$ cat config.mk
export PLATFORM = sky130hd
export DESIGN_NAME = rule_timer_slot_bank_top
export DESIGN_NICKNAME = d
export VERILOG_FILES = /design/src/hw/rtl/rts_pkg.sv /design/src/hw/rtl/rts_cell.sv /design/src/hw/rtl/rule_timer_slot_bank_top.sv
export SDC_FILE = /design/constraint.sdc
export NUM_CORES = 2
export LEC_CHECK = 0
export BUFFER_PORTS_ARGS = -buffer_cell sky130_fd_sc_hd__buf_2
export CAP_MARGIN = 25
export CORE_MARGIN = 1
export CORE_UTILIZATION = 45
export CTS_CLUSTER_SIZE = 28
export DETAILED_ROUTE_END_ITERATION = 6
export GPL_ROUTABILITY_DRIVEN = 0
export PLACE_DENSITY = 0.7
export SLEW_MARGIN = 20
export SYNTH_ARGS = -nofsm -noshare
export SYNTH_HDL_FRONTEND = slang
export SYNTH_SLANG_ARGS = --single-unit
$ cat constraint.sdc
create_clock -name clk -period 4.47 [get_ports clk]
set_input_delay 0 -clock clk [delete_from_list [all_inputs] [get_ports clk]]
set_output_delay 0 -clock clk [all_outputs]
set_load 0.01 [all_outputs]
$ cat src/hw/rtl/rts_pkg.sv
// Shared types and constants for the timer slot bank.
// Used by the slot cell and the top level; depends on nothing.
package rts_pkg;

  localparam int SLOTS  = 8;
  localparam int IDX_W  = 3;
  localparam int CNT_W  = 4;
  localparam int TIME_W = 32;
  localparam int MODE_W = 2;
  localparam int STEP_W = (SLOTS > 1) ? $clog2(SLOTS) : 1;

  localparam logic [1:0] REQ_TICK   = 2'd0;
  localparam logic [1:0] REQ_START  = 2'd1;
  localparam logic [1:0] REQ_CANCEL = 2'd2;

  localparam logic [MODE_W-1:0] MODE_ONESHOT  = 2'd0;
  localparam logic [MODE_W-1:0] MODE_REPEAT   = 2'd1;
  localparam logic [MODE_W-1:0] MODE_COOLDOWN = 2'd2;

  localparam logic [CNT_W-1:0] IN_USE_RESET = 4'd8;

  typedef struct packed {
    logic              active;
    logic [MODE_W-1:0] mode;
    logic [TIME_W-1:0] duration;
    logic [TIME_W-1:0] interval;
    logic [TIME_W-1:0] deadline;
  } slot_rec_t;

  typedef struct packed {
    logic shift;
    logic start;
    logic clear;
  } cell_ctl_t;

endpackage

$ cat src/hw/rtl/rts_cell.sv
// One timer slot of the ring: holds its record, takes a start or cancel,
// shifts in its neighbor's record during a tick scan. Uses rts_pkg.
module rts_cell import rts_pkg::*; (
  input  logic              clk,
  input  logic              rst,
  input  cell_ctl_t         ctl,
  input  slot_rec_t         start_rec,
  input  slot_rec_t         shift_in,
  input  logic [TIME_W-1:0] now,
  output slot_rec_t         rec,
  output logic              due
);

  logic [TIME_W-1:0] diff;
  logic              keep;

  // cooldown start on a running slot leaves it alone
  assign keep = (start_rec.mode == MODE_COOLDOWN) && rec.active;

  always_ff @(posedge clk) begin
    if (rst) begin
      rec <= '0;
    end else if (ctl.clear) begin
      rec <= '0;
    end else if (ctl.start && !keep) begin
      rec <= start_rec;
    end else if (ctl.shift) begin
      rec <= shift_in;
    end
  end

  // wrap-safe compare: now minus deadline read as signed is not negative
  assign diff = now - rec.deadline;
  assign due  = rec.active && !diff[TIME_W-1];

endmodule

$ cat src/hw/rtl/rule_timer_slot_bank_top.sv
// Top level of the timer slot bank: ring of slot cells, scan control,
// output register. Uses rts_pkg and rts_cell.
//
//   channel | direction | handshake              | payload
//   in      | input     | in_valid / in_stall    | req_type .. now_ms
//   out     | output    | out_valid / out_stall  | fired_index, fired_duration, last_fire
//   cfg     | input     | cfg_wr_en              | cfg_wr_data (timers_in_use)
//
// Start and cancel words never stall the input. A tick with due slots rotates the
// ring of 8 cells once, one cell per cycle while the output register is not
// stalled, and no new word is taken until the rotation ends; a tick with nothing
// due leaves the ring at rest and does not stall the input. in_stall is high while the ring
// rotates. Reset clears every slot and sets timers_in_use to 8.
module rule_timer_slot_bank_top import rts_pkg::*; (
  input  logic              clk,
  input  logic              rst,
  input  logic              in_valid,
  output logic              in_stall,
  input  logic [1:0]        req_type,
  input  logic [IDX_W-1:0]  slot_sel,
  input  logic [MODE_W-1:0] arm_mode,
  input  logic [TIME_W-1:0] first_delay,
  input  logic [TIME_W-1:0] repeat_period,
  input  logic [TIME_W-1:0] now_ms,
  output logic              out_valid,
  input  logic              out_stall,
  output logic [IDX_W-1:0]  fired_index,
  output logic [TIME_W-1:0] fired_duration,
  output logic              last_fire,
  input  logic              cfg_wr_en,
  input  logic [CNT_W-1:0]  cfg_wr_data
);

  logic [CNT_W-1:0]  timers_in_use;
  logic              scanning;
  logic [STEP_W-1:0] step;
  logic [SLOTS-1:0]  mask;
  logic [SLOTS-1:0]  mask_init;
  logic [TIME_W-1:0] now_q;
  logic              accept;
  logic              advance;
  logic              step_last;
  slot_rec_t         start_rec;
  slot_rec_t         tail_in;
  slot_rec_t         rec   [SLOTS];
  slot_rec_t         shin  [SLOTS];
  cell_ctl_t         ctl   [SLOTS];
  logic [SLOTS-1:0]  due;

  assign in_stall  = scanning;
  assign accept    = in_valid && !scanning;
  assign advance   = scanning && (!out_valid || !out_stall);
  assign step_last = (step == STEP_W'(SLOTS - 1));

  always_comb begin
    start_rec.active   = 1'b1;
    start_rec.mode     = arm_mode;
    start_rec.duration = first_delay;
    start_rec.interval = (repeat_period != '0) ? repeat_period : first_delay;
    start_rec.deadline = now_ms + ((first_delay != '0) ? first_delay : repeat_period);
  end

  // head cell result goes back in at the tail: re-arm repeat, drop others
  always_comb begin
    tail_in = rec[0];
    if (mask[0]) begin
      if (rec[0].mode == MODE_REPEAT) begin
        tail_in.deadline = now_q +
          ((rec[0].interval != '0) ? rec[0].interval : rec[0].duration);
      end else begin
        tail_in.active = 1'b0;
      end
    end
  end

  for (genvar i = 0; i < SLOTS; i++) begin : g_cell
    if (i == SLOTS - 1) begin : g_tail
      assign shin[i] = tail_in;
    end else begin : g_mid
      assign shin[i] = rec[i+1];
    end

    always_comb begin
      ctl[i].shift = advance;
      ctl[i].start = accept && (req_type == REQ_START) && (int'(slot_sel) == i);
      ctl[i].clear = accept && (req_type == REQ_CANCEL) && (int'(slot_sel) == i);
    end

    assign mask_init[i] = due[i] && (int'(timers_in_use) > i);

    rts_cell u_cell (
      .clk       (clk),
      .rst       (rst),
      .ctl       (ctl[i]),
      .start_rec (start_rec),
      .shift_in  (shin[i]),
      .now       (now_ms),
      .rec       (rec[i]),
      .due       (due[i])
    );
  end

  always_ff @(posedge clk) begin
    if (rst) begin
      timers_in_use <= IN_USE_RESET;
    end else if (cfg_wr_en) begin
      timers_in_use <= cfg_wr_data;
    end
  end

  // scan control: mask shifts with the ring so bit 0 always tracks the head
  always_ff @(posedge clk) begin
    if (rst) begin
      scanning <= 1'b0;
      step     <= '0;
      mask     <= '0;
    end else if (accept && (req_type == REQ_TICK) && (mask_init != '0)) begin
      scanning <= 1'b1;
      step     <= '0;
      mask     <= mask_init;
    end else if (advance) begin
      mask <= mask >> 1;
      if (step_last) begin
        scanning <= 1'b0;
        step     <= '0;
      end else begin
        step <= step + 1'b1;
      end
    end
  end

  always_ff @(posedge clk) begin
    if (accept) begin
      now_q <= now_ms;
    end
  end

  always_ff @(posedge clk) begin
    if (rst) begin
      out_valid <= 1'b0;
    end else if (advance && mask[0]) begin
      out_valid <= 1'b1;
    end else if (!out_stall) begin
      out_valid <= 1'b0;
    end
  end

  always_ff @(posedge clk) begin
    if (advance && mask[0]) begin
      fired_index    <= IDX_W'(step);
      fired_duration <= rec[0].duration;
      last_fire      <= ((mask >> 1) == '0);
    end
  end

  a_mask_empty_at_end: assert property (@(posedge clk) disable iff (rst)
    (advance && step_last) |=> (mask == '0))
    else $error("due mask not empty after full rotation");

  a_step_idle: assert property (@(posedge clk) disable iff (rst)
    !scanning |-> (step == '0))
    else $error("step counter nonzero while idle");

  a_fire_source: assert property (@(posedge clk) disable iff (rst)
    $rose(out_valid) |-> $past(advance && mask[0]))
    else $error("output word appeared without a due head slot");

endmodule

## Yosys cells after proc, flatten, opt, wreduce, memory -nomap -nowiden

Cells that the tools add are included.
Widths: inputs -> output; s select.

- Flip-flop bits (word level): 877
- Latch bits: 0
- Bits in writable memories: 0
- Memory bits (read-only): 0
- Input bits: 112
- Output and inout port bits: 38
- Logic and storage cells: 214
- Memories kept: 0

- Add/subtract/negate cells: 11
- Multiply operators: 0
- Div/mod/pow operators: 0
- $lt $le $gt $ge: 8
- Equality and inequality tests: 13
- Shifts and indexed selects: 0
- Multiplexer cells: 31
- Bitwise operators: 0
- Reduce and logical (&&, ||, !) cells: 102

Operators by type and width:

| cell | number |
|---|---|
| $mux 99 | 16 |
| $sub 32x32->32 | 8 |
| $mux 32 | 5 |
| $reduce_bool 32->1 | 3 |
| $add 32x32->32 | 2 |
| $logic_and 1x1->1 | 55 |
| $reduce_bool 2->1 | 10 |
| $logic_not 1->1 | 19 |
| $reduce_or 2->1 | 9 |
| $gt 4x3->1 const B | 4 |
| $mux 8 | 2 |
| $eq 3x3->1 const B | 5 |
| $gt 4x1->1 const B | 2 |
| $gt 4x2->1 const B | 2 |
| $logic_not 8->1 | 1 |
| $reduce_bool 8->1 | 1 |
| $mux 1 | 7 |
| $eq 3x2->1 const B | 2 |
| $eq 2x1->1 const B | 2 |
| $eq 2x2->1 const B | 2 |
| $add 3x1->3 const B | 1 |
| $eq 3x1->1 const B | 1 |
| $logic_not 3->1 | 1 |
| $mux 3 | 1 |
| 4 further kinds | 4 |

## Longest topological paths before layout

- Depth in word-level cells: 8
- Gate-level depth with buffers: 19
- Depth with buffers taken out: 18

## Hierarchy

Synthesis repeated with hierarchy kept, for this count alone.

- Cell total of the unflattened synthesis: 5367
- Area, all modules: 48442.7 um2

By module, submodules not included:

| module | instances | cells an instance | area each (um2) | seq. area each (um2) |
|---|---|---|---|---|
| rts_cell (g_cell[0].u_cell ...) | 7 | 558 | 5087.4 | 1981.9 |
| rule_timer_slot_bank_top | 1 | 907 | 7732.4 | 2382.3 |
| rts_cell (g_cell[2].u_cell) | 1 | 554 | 5098.6 | 1981.9 |

## Worst setup path before layout

Ideal clock, no wire load.

- Path type: reg-to-reg
- Start point: register g_cell[0].u_cell.rec[56] (netlist name)
- End point: register g_cell[7].u_cell.rec[28] (netlist name)
- Setup time: 0.130 ns
- Arrival time: 3.897 ns
- Data required time: 4.340 ns
- Path slack: 0.442 ns
- Stages on the path, launching flop included: 20
- Buffers on the path: 1
- Period minus slack after synthesis: 4.028 ns
- Cells stage by stage: dfxtp_1 -> nor4_1 -> nand4_1 -> nor2_1 -> clkbuf_1 -> a21o_1 -> ha_1 -> inv_1 -> fa_1 -> nand2b_1 -> a21oi_1 -> o311ai_0 -> a21oi_1 -> o21ai_0 -> a31oi_1 -> a41oi_1 -> o21ai_0 -> a31oi_1 -> xor2_1 -> o22ai_1

- Cells in the longest elaborated chain, start to end: 7

Ends and longest elaborated chain:

| element | RTL line | text |
|---|---|---|
| $reduce_bool 32->1 | rule_timer_slot_bank_top.sv:69 | `((rec[0].interval != '0) ? rec[0].interval : rec[0].duration);` |
| $mux 32 (*) | rule_timer_slot_bank_top.sv:69 |  |
| $add 32x32->32 (*) | rule_timer_slot_bank_top.sv:68 | `tail_in.deadline = now_q +` |
| $mux 32 (*) | rule_timer_slot_bank_top.sv:67 | `if (rec[0].mode == MODE_REPEAT) begin` |
| $mux 32 (*) | rule_timer_slot_bank_top.sv:66 | `if (mask[0]) begin` |
| $mux 99 (*) | rts_cell.sv:27 | `end else if (ctl.shift) begin` |
| $mux 99 (*) | rts_cell.sv:25 | `end else if (ctl.start && !keep) begin` |

Every way passes the cells marked *; elsewhere a longest branch is shown, timed or not. The select of a mux whose other input is x is not followed.
A chain may end at the register's enable or synchronous reset.

## Final worst setup path

- Start point: input port first_delay[24]
- End point: register g_cell[4].u_cell.rec[28] (netlist name)

- Cells in the longest elaborated chain, start to end: 4

Ends and longest elaborated chain:

| element | RTL line | text |
|---|---|---|
| from (decl) | rule_timer_slot_bank_top.sv:22 | `input logic [TIME_W-1:0] first_delay,` |
| $reduce_bool 32->1 | rule_timer_slot_bank_top.sv:60 | `start_rec.deadline = now_ms + ((first_delay != '0) ? first_delay : repeat_period);` |
| $mux 32 (*) | rule_timer_slot_bank_top.sv:60 |  |
| $add 32x32->32 (*) | rule_timer_slot_bank_top.sv:60 |  |
| $mux 99 (*) | rts_cell.sv:25 |  |

Every way passes the cells marked *; elsewhere a longest branch is shown, timed or not.

==> impl_metrics.json <==
{
  "outcome": "finished with violations",
  "violations": "DRC",
  "power_uw": 18200,
  "worst_pin_slew_ps": 1210,
  "clock_skew_ps": 51.8,
  "nFillCells": 9578,
  "synth.yosys.seq_area_share": 0.389,
  "final_cell_mix": "1,386 x nand2_1, 809 x dfxtp_1, 742 x nor2_1",
  "post-place-ws_ps": -149,
  "path_class": "in -> reg",
  "final_antenna_net_count": 0,
  "grt-ovfl-total": 0,
  "placed_cell_area_um2": 50000,
  "cts.path.max_buffers": 3,
  "clkTransAtPathRegs_ps": 60,
  "cap_violations": 0,
  "holdWs_ps": 44.7,
  "drtIter0Drc": 5259,
  "ys_warn_count": 0,
  "avgSynthCellArea_um2": 7.71,
  "numCtsBuffers": 94,
  "drive_gt1_frac": 0.0975,
  "vias": 46700,
  "crit_path_end_kind": "register",
  "whs_endpoint": "mask[6]",
  "routedWlPerCell_um": 21.4,
  "ys_async_sr_fraction": 0,
  "finalHoldViolations": 0,
  "multiInputGateArea_um2": 26200,
  "core-area_um2": 103000,
  "power.density_nw_per_um2": 333,
  "relSlewSlack": 0.194,
  "io_pins": 150,
  "rr_startpoint": "g_cell[0].u_cell.rec[55]",
  "rows": 118,
  "layout_commonest_cell": "nand2_1",
  "hold_depth": 5,
  "seq_area_um2": 18200,
  "wirelength_mm": 164,
  "timing.fmax_mhz": 230,
  "finalMaxSlewViolations": 0,
  "r2r-end": "g_cell[7].u_cell.rec[22]",
  "synth_seq_cells": 877,
  "grt_pass1_wl_mm": 253,
  "ff2ff_path_depth": 20,
  "nets": 6647,
  "r2r_slack_ps": 220,
  "crit_start": "first_delay[24]",
  "fin_crit_ps": 4350,
  "postLayoutCellArea_um2": 54600,
  "antenna_found_initial": 5,
  "fin_crit_sh": 0.973,
  "clk_latency_ps": 700,
  "tritoncts": "built",
  "first_global_vias": 43700,
  "setup_viol": 0,
  "die_y_um": 325,
  "layout_setup_ws_ps": 121,
  "cp.required_ps": 4950,
  "cts_root_buf": "clkbuf_16",
  "die_x_um": 325,
  "cts.sinks": 877,
  "dp_hpwl_mm": 108,
  "start_util": 0.454,
  "p_leak_uw": 0.0200,
  "hold_path_class": "in -> reg",
  "synth_edf_count": 68,
  "ctsHtreeMaxLevel": 3,
  "cp-start-kind": "input port",
  "yosysUniqueCellTypes": 78,
  "drc_errors": 3,
  "grt_max_degree": 210,
  "syn-num-nets": 6506,
  "cp.arrival_ps": 4820,
  "crit_path_max_fanout": 6,
  "first_pass_iters": 7,
  "finalSetupTns_ps": 0,
  "viasPerCell": 6.07,
  "synth_area_um2": 46900,
  "port_buffers": 149,
  "syn_inst": 6085,
  "area.growth.synth_to_final_pct": 16.3,
  "track_usage": 0.301,
  "vdd_ir_drop_max_mv": 0.297,
  "ys.flop_type": "dfxtp_1",
  "die_area_um2": 106000,
  "worstHoldStart": "in_valid"
}
-- synthesized netlist by cell type (11+ instances only) --
cell      number  share of area
and4_1        12         0.0022
a311oi_1     433          0.081
o221ai_1      53         0.0099
ha_1         307          0.082
nand3_1       30         0.0032
dfxtp_1      809           0.35
nand2_1     1387           0.11
buf_1         26         0.0021
inv_1        267          0.021
nor3_1        24         0.0026
and3_1        12         0.0016
a22oi_1       74          0.012
xor2_1        22         0.0041
clkbuf_1     457          0.037
nor2b_1       17         0.0023
nand4_1       34         0.0045
o21a_1        21         0.0034
o21ai_0       65         0.0069
a31oi_1       17         0.0023
a211o_1       11         0.0021
a221oi_1      17         0.0032
a21oi_1      621          0.066
edfxtp_1      68          0.044
xnor2_1       30         0.0056
nand2b_1      32         0.0043
a21o_1       214          0.034
a211oi_1      74          0.012
nor2_1       747          0.060
nor4_1        34         0.0045
and2_1        13         0.0017
-- where the power goes --
part           leakage, uW  internal [uW]  total (uW)  switching [uW]
sequential         0.00723           8020        8090            78.2
combinational       0.0113            803        2180            1370
clock              0.00151           4450        7890            3440
-- logic make-up (layout without fill, tap and decap cells) --
logic type                 Yosys count  after routing  synth area share
xor gates and xnor gates            56             56            0.0111
adders and majority gates          309            309            0.0827
muxes                               10             10           0.00216
other                                0              8                 0
and+or+nand+nor                   2372           2372             0.202
buffers and inverters              753            965            0.0604
AOI/OAI and AO/OA                 1708           1708             0.253
DFF                                877            877             0.389
-- cell type report --
cell class	count	area share
Clock inverter	37	0.00761
Multi-Input combinational cell	4455	0.480
Tap cell	1380	0.0316
Clock buffer	130	0.0485
Antenna cell	8	0.000367
Sequential cell	877	0.334
Timing Repair Buffer	531	0.0791
Inverter	267	0.0184
-- state kept, by name, indices dropped and copies added (netlist names) --
name and flops:
fired_duration 32, fired_index 3, g_cell.u_cell.rec 792, in_stall 1
last_fire 1, mask 8, now_q 32, out_valid 1
step 3, timers_in_use 4
-- metrics by stage --
stage,std cells,utilization
2_1_floorplan,6085,-
3_3_place_gp,7372,0.483
3_5_place_dp,7373,0.483
4_1_cts,7672,0.526
5_1_grt,7677,0.527
6_report,7685,0.528
-- timing repair --
item	in CTS	in global routing
resized for setup	3	22
endpoints found under the setup margin	5	97
setup buffers	0	4
hold endpoints to repair	555	0
hold buffers	132	0
pin swaps	1	12
-- routing by layer --
metal  GRT usage  wire [um]  vias to the layer above
li1            -          -                    21700
met1       0.401      67400                    22300
met2       0.478      72800                     2262
met3      0.0449      15600                      442
met4       0.140       8390                        2
met5           0         13                        -
-- worst max path at each step --
| stage | end | cells after the start |
|---|---|---|
| global route | g_cell[4].u_cell.rec[29] | 23 |
| finish | g_cell[4].u_cell.rec[28] | 22 |
| global placement | g_cell[7].u_cell.rec[22] | 20 |
| detailed placement | g_cell[7].u_cell.rec[22] | 20 |
| floorplan | g_cell[7].u_cell.rec[28] | 19 |
| CTS | g_cell[7].u_cell.rec[22] | 20 |
-- critical path, stage by stage --
cell           delay, ps
dlygate4sd3_1        540
buf_2                150
nor4_4               300
buf_6                180
nand4_1              310
nor2_4               280
buf_4                140
a21o_1               130
ha_1                 170
inv_1                 60
fa_1                 400
nor2b_1              160
o31ai_1              110
a211oi_1             250
a211o_1              180
a31oi_2              120
a311oi_2             340
a41o_1               240
or2_1                190
a21oi_2              100
xor2_2               320
a211oi_1             140
Note: power is estimated with default switching activity, not from simulation.
